$ cat src/rtl/core/vacs_pkg.sv
// Shared types, constants and saturation helpers for the Viterbi ACS stage.
// No dependencies; every module of the block imports this package.
package vacs_pkg;

	localparam int MaxStateLog2 = 8;
	localparam int MinStateLog2 = 2;
	localparam int MetricW      = 16;
	localparam int SumW         = 24;
	localparam int CntW         = 6;
	localparam int LogW         = 4;
	localparam int SpreadW      = 15;
	localparam int CfgIdxW      = 2;

	// configuration register indexes
	localparam logic [CfgIdxW-1:0] CfgScaleOffset = 2'd0;
	localparam logic [CfgIdxW-1:0] CfgScaleBypass = 2'd1;
	localparam logic [CfgIdxW-1:0] CfgSelectMin   = 2'd2;
	localparam logic [CfgIdxW-1:0] CfgTrellisLog2 = 2'd3;

	localparam logic [LogW-1:0] TrellisLog2Rst = 4'd6;

	localparam logic signed [MetricW-1:0] MetricMax  = 16'sh7FFF;
	localparam logic signed [MetricW-1:0] MetricMin  = 16'sh8000;
	localparam logic signed [MetricW-1:0] ExtInitMax = -16'sd32767;
	localparam logic [SpreadW-1:0]        SpreadMax  = 15'h7FFF;

	typedef logic signed [MetricW-1:0] metric_t;

	typedef struct packed {
		metric_t          scale_offset;
		logic             scale_bypass;
		logic             select_min;
		logic [LogW-1:0]  trellis_log2;
	} cfg_t;

	typedef struct packed {
		metric_t    surv_first;
		metric_t    surv_second;
		metric_t    cand_t1;
		metric_t    cand_t2;
		metric_t    cand_t3;
		metric_t    cand_t4;
		logic [1:0] dec;
	} bfly_t;

	typedef struct packed {
		logic [CntW-1:0]    pair_index;
		logic               stage_last;
		logic [SpreadW-1:0] spread;
		metric_t            mean;
	} acc_out_t;

	// clamp an 18-bit signed value to the 16-bit metric range
	function automatic metric_t sat16(input logic signed [MetricW+1:0] v);
		if (v < 18'(MetricMin))
			return MetricMin;
		else if (v > 18'(MetricMax))
			return MetricMax;
		else
			return v[MetricW-1:0];
	endfunction

	// keep the larger value, or the smaller one in min mode
	function automatic metric_t pick(input logic use_min, input metric_t x, input metric_t y);
		if (use_min)
			return (x < y) ? x : y;
		else
			return (x > y) ? x : y;
	endfunction

endpackage

$ cat src/rtl/core/vacs_bfly.sv
// One radix-2 butterfly: offset removal, saturated add/subtract, survivor select.
// Pure combinational; depends on vacs_pkg.
module vacs_bfly import vacs_pkg::*; (
	input  metric_t p1,
	input  metric_t p2,
	input  metric_t m1,
	input  metric_t m2,
	input  metric_t offset,
	input  logic    use_min,
	output bfly_t   res
);

	metric_t a, b, t1, t2, t3, t4;
	logic    ge_first, ge_second, d0, d1;

	always_comb begin
		a  = sat16(18'(p1) - 18'(offset));
		b  = sat16(18'(p2) - 18'(offset));
		t1 = sat16(18'(a) + 18'(m1));
		t2 = sat16(18'(b) + 18'(m2));
		t3 = sat16(18'(a) - 18'(m1));
		t4 = sat16(18'(b) - 18'(m2));
		ge_first  = (t1 >= t2);
		ge_second = (t3 >= t4);
		// max mode: first state wins ties; min mode: second state wins ties
		d0 = use_min ? ge_first : !ge_first;
		d1 = use_min ? ge_second : !ge_second;
		res.surv_first  = d0 ? t2 : t1;
		res.surv_second = d1 ? t4 : t3;
		res.cand_t1     = t1;
		res.cand_t2     = t2;
		res.cand_t3     = t3;
		res.cand_t4     = t4;
		res.dec         = {d1, d0};
	end

endmodule

$ cat src/rtl/core/vacs_acc.sv
// Stage bookkeeping: pair counter, running extremes and metric sum, spread and mean.
// Depends on vacs_pkg; fed by two vacs_bfly results.
module vacs_acc import vacs_pkg::*; (
	input  logic     clk,
	input  logic     arst_n,
	input  logic     step,
	input  cfg_t     cfg,
	input  bfly_t    bf_a,
	input  bfly_t    bf_b,
	output acc_out_t res
);

	logic [CntW-1:0]         cnt_q;
	metric_t                 ext_even_q, ext_odd_q;
	logic signed [SumW-1:0]  sum_q;

	logic [LogW-1:0]         k_eff;
	logic [CntW-1:0]         last_index;
	logic                    start, last;
	metric_t                 ext_init, e0, o0, e_new, o_new;
	logic signed [MetricW+1:0] sum4;
	logic signed [SumW-1:0]  s0, sum_new, shifted;
	logic signed [MetricW:0] diff;
	logic [MetricW:0]        mag;

	always_comb begin
		if (cfg.trellis_log2 < LogW'(MinStateLog2))
			k_eff = LogW'(MinStateLog2);
		else if (cfg.trellis_log2 > LogW'(MaxStateLog2))
			k_eff = LogW'(MaxStateLog2);
		else
			k_eff = cfg.trellis_log2;
		last_index = CntW'((7'd1 << (k_eff - LogW'(MinStateLog2))) - 7'd1);

		start    = (cnt_q == '0);
		last     = (cnt_q >= last_index);
		ext_init = cfg.select_min ? MetricMax : ExtInitMax;
		e0       = start ? ext_init : ext_even_q;
		o0       = start ? ext_init : ext_odd_q;
		e_new    = pick(cfg.select_min,
			pick(cfg.select_min, pick(cfg.select_min, e0, bf_a.cand_t1), bf_a.cand_t3),
			pick(cfg.select_min, bf_b.cand_t1, bf_b.cand_t3));
		o_new    = pick(cfg.select_min,
			pick(cfg.select_min, pick(cfg.select_min, o0, bf_a.cand_t2), bf_a.cand_t4),
			pick(cfg.select_min, bf_b.cand_t2, bf_b.cand_t4));

		sum4    = 18'(bf_a.surv_first) + 18'(bf_a.surv_second)
			+ 18'(bf_b.surv_first) + 18'(bf_b.surv_second);
		s0      = start ? '0 : sum_q;
		sum_new = s0 + SumW'(sum4);
		shifted = sum_new >>> k_eff;

		diff = 17'(o_new) - 17'(e_new);
		mag  = diff[MetricW] ? 17'(-diff) : 17'(diff);

		res.pair_index = cnt_q;
		res.stage_last = last;
		res.spread     = '0;
		res.mean       = '0;
		if (last) begin
			res.spread = (mag > 17'(SpreadMax)) ? SpreadMax : mag[SpreadW-1:0];
			res.mean   = shifted[MetricW-1:0];
		end
	end

	always_ff @(posedge clk or negedge arst_n) begin
		if (!arst_n) begin
			cnt_q      <= '0;
			ext_even_q <= ExtInitMax;
			ext_odd_q  <= ExtInitMax;
			sum_q      <= '0;
		end else if (step) begin
			cnt_q      <= last ? '0 : cnt_q + CntW'(1);
			ext_even_q <= e_new;
			ext_odd_q  <= o_new;
			sum_q      <= sum_new;
		end
	end

endmodule

$ cat src/rtl/core/viterbi_acs_stage_core.sv
// Viterbi radix-2 ACS stage: one butterfly pair per item, 2^(k-2) items per stage.
// Registers: the input register, then the result register; an item waits in the first while the second is held.
// Throughput: one item per cycle while m_tready stays high; the running extremes and sum update with each item.
// Reset (arst_n low, asynchronous): pipeline empties, pair counter and sum clear,
// registers return to offset 0, no bypass, max mode, trellis_log2 = 6.
// Depends on vacs_pkg, vacs_bfly, vacs_acc.
module viterbi_acs_stage_core import vacs_pkg::*; (
	input  logic                clk,
	input  logic                arst_n,

	// input stream
	input  logic                s_tvalid,
	output logic                s_tready,
	// [15:0] path_a_low, [31:16] path_a_high, [47:32] branch_a_low,
	// [63:48] branch_a_high, [79:64] path_b_low, [95:80] path_b_high,
	// [111:96] branch_b_low, [127:112] branch_b_high
	input  logic [127:0]        s_tdata,

	// result stream
	output logic                m_tvalid,
	input  logic                m_tready,
	// [15:0] even_word_low, [31:16] even_word_high, [47:32] odd_word_low,
	// [63:48] odd_word_high, [65:64] decisions_a, [67:66] decisions_b,
	// [73:68] pair_index, [88:74] metric_spread, [104:89] mean_metric,
	// [111:105] zero
	output logic [111:0]        m_tdata,
	output logic                m_tlast,   // stage_last

	// configuration writes
	input  logic                cfg_we,
	input  logic [CfgIdxW-1:0]  cfg_index,
	input  logic [MetricW-1:0]  cfg_data
);

	// configuration registers
	cfg_t cfg_q;

	always_ff @(posedge clk or negedge arst_n) begin
		if (!arst_n) begin
			cfg_q.scale_offset <= '0;
			cfg_q.scale_bypass <= 1'b0;
			cfg_q.select_min   <= 1'b0;
			cfg_q.trellis_log2 <= TrellisLog2Rst;
		end else if (cfg_we) begin
			unique case (cfg_index)
				CfgScaleOffset: cfg_q.scale_offset <= cfg_data;
				CfgScaleBypass: cfg_q.scale_bypass <= cfg_data[0];
				CfgSelectMin:   cfg_q.select_min   <= cfg_data[0];
				CfgTrellisLog2: cfg_q.trellis_log2 <= cfg_data[LogW-1:0];
				default: ;
			endcase
		end
	end

	// Handshake: the result register drains when the consumer takes it or is
	// empty; stage 1 advances into it at the same edge, so a full pipeline still
	// takes a new transfer every cycle while m_tready stays high.
	logic          v_s1, v_s2;
	logic          adv2, step;
	logic [127:0]  data_s1;

	assign adv2     = !v_s2 || m_tready;
	assign step     = v_s1 && adv2;
	assign s_tready = !v_s1 || adv2;

	always_ff @(posedge clk or negedge arst_n) begin
		if (!arst_n) begin
			v_s1 <= 1'b0;
			v_s2 <= 1'b0;
		end else begin
			if (s_tready)
				v_s1 <= s_tvalid;
			if (adv2)
				v_s2 <= v_s1;
		end
	end

	// hold the input item until stage 2 takes it
	always_ff @(posedge clk) begin
		if (s_tvalid && s_tready)
			data_s1 <= s_tdata;
	end

	// butterflies; bypass forces the offset to zero
	metric_t offset_eff;
	bfly_t   bf_a, bf_b;

	assign offset_eff = cfg_q.scale_bypass ? '0 : cfg_q.scale_offset;

	vacs_bfly u_bfly_a (
		.p1      (data_s1[15:0]),
		.p2      (data_s1[31:16]),
		.m1      (data_s1[47:32]),
		.m2      (data_s1[63:48]),
		.offset  (offset_eff),
		.use_min (cfg_q.select_min),
		.res     (bf_a)
	);

	vacs_bfly u_bfly_b (
		.p1      (data_s1[79:64]),
		.p2      (data_s1[95:80]),
		.m1      (data_s1[111:96]),
		.m2      (data_s1[127:112]),
		.offset  (offset_eff),
		.use_min (cfg_q.select_min),
		.res     (bf_b)
	);

	// stage bookkeeping advances once per item moving into the result register
	acc_out_t acc;

	vacs_acc u_acc (
		.clk    (clk),
		.arst_n (arst_n),
		.step   (step),
		.cfg    (cfg_q),
		.bf_a   (bf_a),
		.bf_b   (bf_b),
		.res    (acc)
	);

	// result register
	logic [111:0] data_s2;
	logic         last_s2;

	always_ff @(posedge clk) begin
		if (step) begin
			data_s2 <= {7'd0, acc.mean, acc.spread, acc.pair_index,
				bf_b.dec, bf_a.dec,
				bf_b.surv_second, bf_a.surv_second,
				bf_b.surv_first, bf_a.surv_first};
			last_s2 <= acc.stage_last;
		end
	end

	assign m_tvalid = v_s2;
	assign m_tdata  = data_s2;
	assign m_tlast  = last_s2;

`ifndef SYNTHESIS
	// spread and mean are reported only on the last item of a stage
	a_stats_only_last: assert property (@(posedge clk) disable iff (!arst_n)
		(m_tvalid && !m_tlast) |-> (m_tdata[88:74] == '0 && m_tdata[104:89] == '0))
		else $error("spread or mean nonzero on a non-last result");

	// an empty result register must never stall the input side
	a_ready_when_empty: assert property (@(posedge clk) disable iff (!arst_n)
		!m_tvalid |-> s_tready)
		else $error("input stalled with empty result register");

	// consecutive results within a stage carry consecutive pair indexes
	a_index_advance: assert property (@(posedge clk) disable iff (!arst_n)
		(m_tvalid && m_tready && !m_tlast) ##1 m_tvalid
		|-> (m_tdata[73:68] == $past(m_tdata[73:68]) + 6'd1))
		else $error("pair index did not advance within a stage");
`endif

endmodule

$ cat config.mk
export PLATFORM = sky130hd
export DESIGN_NAME = viterbi_acs_stage_core
export DESIGN_NICKNAME = d
export VERILOG_FILES = /design/src/rtl/core/vacs_pkg.sv /design/src/rtl/core/vacs_bfly.sv /design/src/rtl/core/vacs_acc.sv /design/src/rtl/core/viterbi_acs_stage_core.sv
export SDC_FILE = /design/constraint.sdc
export NUM_CORES = 2
export LEC_CHECK = 0
export ABC_AREA = 1
export BUFFER_PORTS_ARGS = -buffer_cell sky130_fd_sc_hd__buf_4
export CAP_MARGIN = 30
export CORE_MARGIN = 5
export CORE_UTILIZATION = 45
export DETAILED_ROUTE_END_ITERATION = 10
export HOLD_SLACK_MARGIN = 0.02
export PLACE_DENSITY = 0.62
export SLEW_MARGIN = 20
export SYNTH_ARGS = -nofsm -noshare
export SYNTH_HDL_FRONTEND = slang
export SYNTH_SLANG_ARGS = --single-unit
$ cat constraint.sdc
create_clock -name clk -period 15.8 [get_ports clk]
set_clock_uncertainty 0.2 [all_clocks]
set_input_delay 1.58 -clock clk [delete_from_list [all_inputs] [get_ports clk]]
set_output_delay 1.58 -clock clk [all_outputs]
set_load 0.05 [all_outputs]
==> impl_metrics.csv <==
group,metric,value,unit
outcome,status,"finished, final reports clean",
yosys,ys_warn_count,0,
detailed_routing,first_pass_iters,6,
layout,synthToLayoutAreaGrowth,17.0,%
placed_design,io_buffer_count,258,
detailed_routing,drtAntennaViolNets,0,
placed_design,routabilityCongestion,1.05,
die,die_y,285,um
clock_network,clock_path_buffers,3,
layout,fillers,7322,
critical_path,start_kind,"flip-flop",
yosys,synthCells,4525,
die,io_pins,266,
yosys,synth_area,33900,um^2
sta,slew_viol_final,0,
critical_path,worstPathArrival,14.90,ns
die,rows,100,
clock_network,numCtsBuffers,39,
critical_path,path_class,"flip-flop to flip-flop",
critical_path,slowest_delay,0.43,ns
layout,nets,5530,
critical_path,slowest_stage,"o311ai_1",
yosys,synth_area_leader_cell,"edfxtp_1",
yosys,synth_area_leaders,"edfxtp_1 21%, ha_1 16%, nand2_1 12%, inv_1 6.5%, dfrtp_1 5.9%",
clock_network,cts_tree,"done",
sta,post-route-period-util,93.6,%
die,die_area,81000,um^2
yosys,yosysSeqAreaShare,27.1,%
global_route,grt_pass1_vias,30100,
placed_design,placed_area,37700,um^2
yosys,synth_edf_count,234,
layout,multi_input_area,22200,um^2
global_route,grt_max_degree,86,
global_route,overflow,0,
job,max-cap-violations,0,
yosys,synthArstFlopShare,26.9,%
detailed_routing,via_per_inst,5.47,
detailed_routing,vias,32100,
clock_network,cts_max_level,2,
placed_design,place_hpwl,97800,um
layout,regArea,9190,um^2
detailed_routing,drc_errors,0,
layout,antenna_cells,0,
critical_path,worstPathRequired,15.91,ns
clock_network,postCtsHoldBufs,0,
layout,utilization,53.3,%
detailed_routing,wirelength,119000,um
clock_network,clk_latency,0.59,ns
yosys,yosys-top-cells-count,"1107 x nand2_1, 588 x inv_1, 437 x ha_1, 333 x a21oi_1, 311 x o21ai_0",
sta,relSlewSlack,26.4,%
detailed_routing,post_drt_wl_per_cell,20.2,um
sta,setup_violations,0,
critical_path,crit_top_cell,"nand2_1",
layout,design_area,39700,um^2
critical_path,path_max_fanout,25,
layout,drive_gt1_share,15.7,%
yosys,synth_top_area_share,20.7,%
critical_path,end_kind,"flip-flop",
sta,hold_violations,0,
clock_network,clkTransAtPathRegs,0.06,ns
sta,max_freq,67.6,MHz
yosys,ys.flop_type,"edfxtp_1",
die,die_x,285,um
clock_network,cts_root_buffer,"clkbuf_16",
sta,max_slew.worst_pin.slew,1.10,ns
die,core_area,74600,um^2
detailed_routing,drt_iter0_markers,2768,
layout,fin_cells,5874,
global_route,grt_pass1_wl,178000,um
placed_design,place_inst,5765,
sta,final.min_clock_period,14.79,ns
yosys,ys_ff_latch,320,
yosys,syn_avg_cell_area,7.50,um^2
yosys,synth_cell_types,71,
die,initial_core_util,45.5,%
clock_network,cts.sinks,320,
global_route,antenna_found_initial,2,
yosys,synth_most_common_cell,"nand2_1",
worst_hold_path,hold_class,"flip-flop to flip-flop",
global_route,grt_usage,28.0,%
-- path summary, 6_finish.rpt --
path / from / endpoint / slack (ns) / cells past startpoint
worst max-delay path: cfg_q[5]$_DFFE_PN0P_ / m_tdata[87]$_SDFFCE_PP0P_ / 1.01 / 97
worst min-delay path: u_acc.ext_odd_q[0]$_DFFE_PN1P_ / u_acc.ext_odd_q[0]$_DFFE_PN1P_ / 0.26 / 2
worst max register to register: cfg_q[5]$_DFFE_PN0P_ / m_tdata[87]$_SDFFCE_PP0P_ / 1.01 / 97
worst min register to register: u_acc.ext_odd_q[0]$_DFFE_PN1P_ / u_acc.ext_odd_q[0]$_DFFE_PN1P_ / 0.26 / 2
max in group asynchronous: arst_n / cfg_q[1]$_DFFE_PN1P_ / 13.62 / 3
min in group asynchronous: arst_n / u_acc.ext_odd_q[12]$_DFFE_PN0P_ / 0.72 / 1
-- kinds of logic after synthesis --
logic type / after synthesis / synth area share (%)
and+or+nand+nor: 1794 / 22.8
DFF: 320 / 27.1
other: 1 / 0.0110
xor gates and xnor gates: 212 / 5.49
adders and majority gates: 505 / 20.1
buffers and inverters: 787 / 9.18
AOI/OAI and AO/OA: 893 / 14.9
muxes: 13 / 0.428
-- sequential cells by signal, summed over array words and instances (netlist names) --
signal            cells
m_tvalid              1
m_tlast               1
u_acc.cnt_q           6
u_acc.ext_odd_q      16
v_s1                  1
u_acc.sum_q          24
cfg_q                22
u_acc.ext_even_q     16
m_tdata             105
data_s1             128
-- critical path: cells and delay by family, from the launching register on --
kind                       cells  cell delay [ns]
DFF                            1             0.40
buffers and inverters         14             1.94
and+or+nand+nor               51             4.95
xor gates and xnor gates       4             0.86
AOI/OAI and AO/OA             21             3.88
adders and majority gates      7             2.28
-- per-stage QoR --
| stage | setup TNS, ns | worst slack [ns] | hold WS (ns) |
|---|---|---|---|
| after floorplan | 0 | 0.775 | 0.245 |
| after global placement | -7.39 | -0.506 | 0.255 |
| after detailed placement | -8.50 | -0.589 | 0.255 |
| after CTS | 0 | 0.0494 | 0.265 |
| after global routing | -1.01 | -0.0975 | 0.281 |
| final | 0 | 1.01 | 0.265 |
-- per-layer routing --
layer / vias up / routed length (um) / share of wire (%) / global-route usage, %
li1: 15800 / - / - / -
met1: 14900 / 51600 / 43 / 38.6
met2: 1158 / 53700 / 45 / 45.2
met3: 225 / 7930 / 6.7 / 3.33
met4: 0 / 5580 / 4.7 / 10.9
met5: - / 0 / 0 / 0
-- area by class of cell --
type	count	share of cell area, %
multi-input cells	3427	55.8
flip-flops and latches	320	23.1
repair buffers	459	8.86
inverters	626	5.96
well taps	969	3.05
clock buffers	48	2.57
clock inverters	24	0.579
repair inverters	1	0.0126
-- what timing repair did --
action | CTS | global route
buffers inserted | 0 | 30
pin swaps | 0 | 26
resized for setup | 4 | 159
cloned | 0 | 6
setup endpoints to repair | 15 | 32
-- placed cells by master (no fill, tap or decap), drive strengths merged, types with 68 or more instances in the layout --
| cell | netlist | layout |
|---|---|---|
| a21oi | 340 | 340 |
| buf | 80 | 458 |
| dfrtp | 80 | 80 |
| edfxtp | 234 | 234 |
| fa | 68 | 68 |
| ha | 437 | 437 |
| inv | 617 | 622 |
| nand2 | 1135 | 1137 |
| nand3 | 303 | 303 |
| nor2 | 183 | 184 |
| o21ai | 345 | 345 |
| xor2 | 177 | 177 |
Power is not shown: default switching activity piles up to over one toggle a cycle in this logic, so the estimate is an artifact.
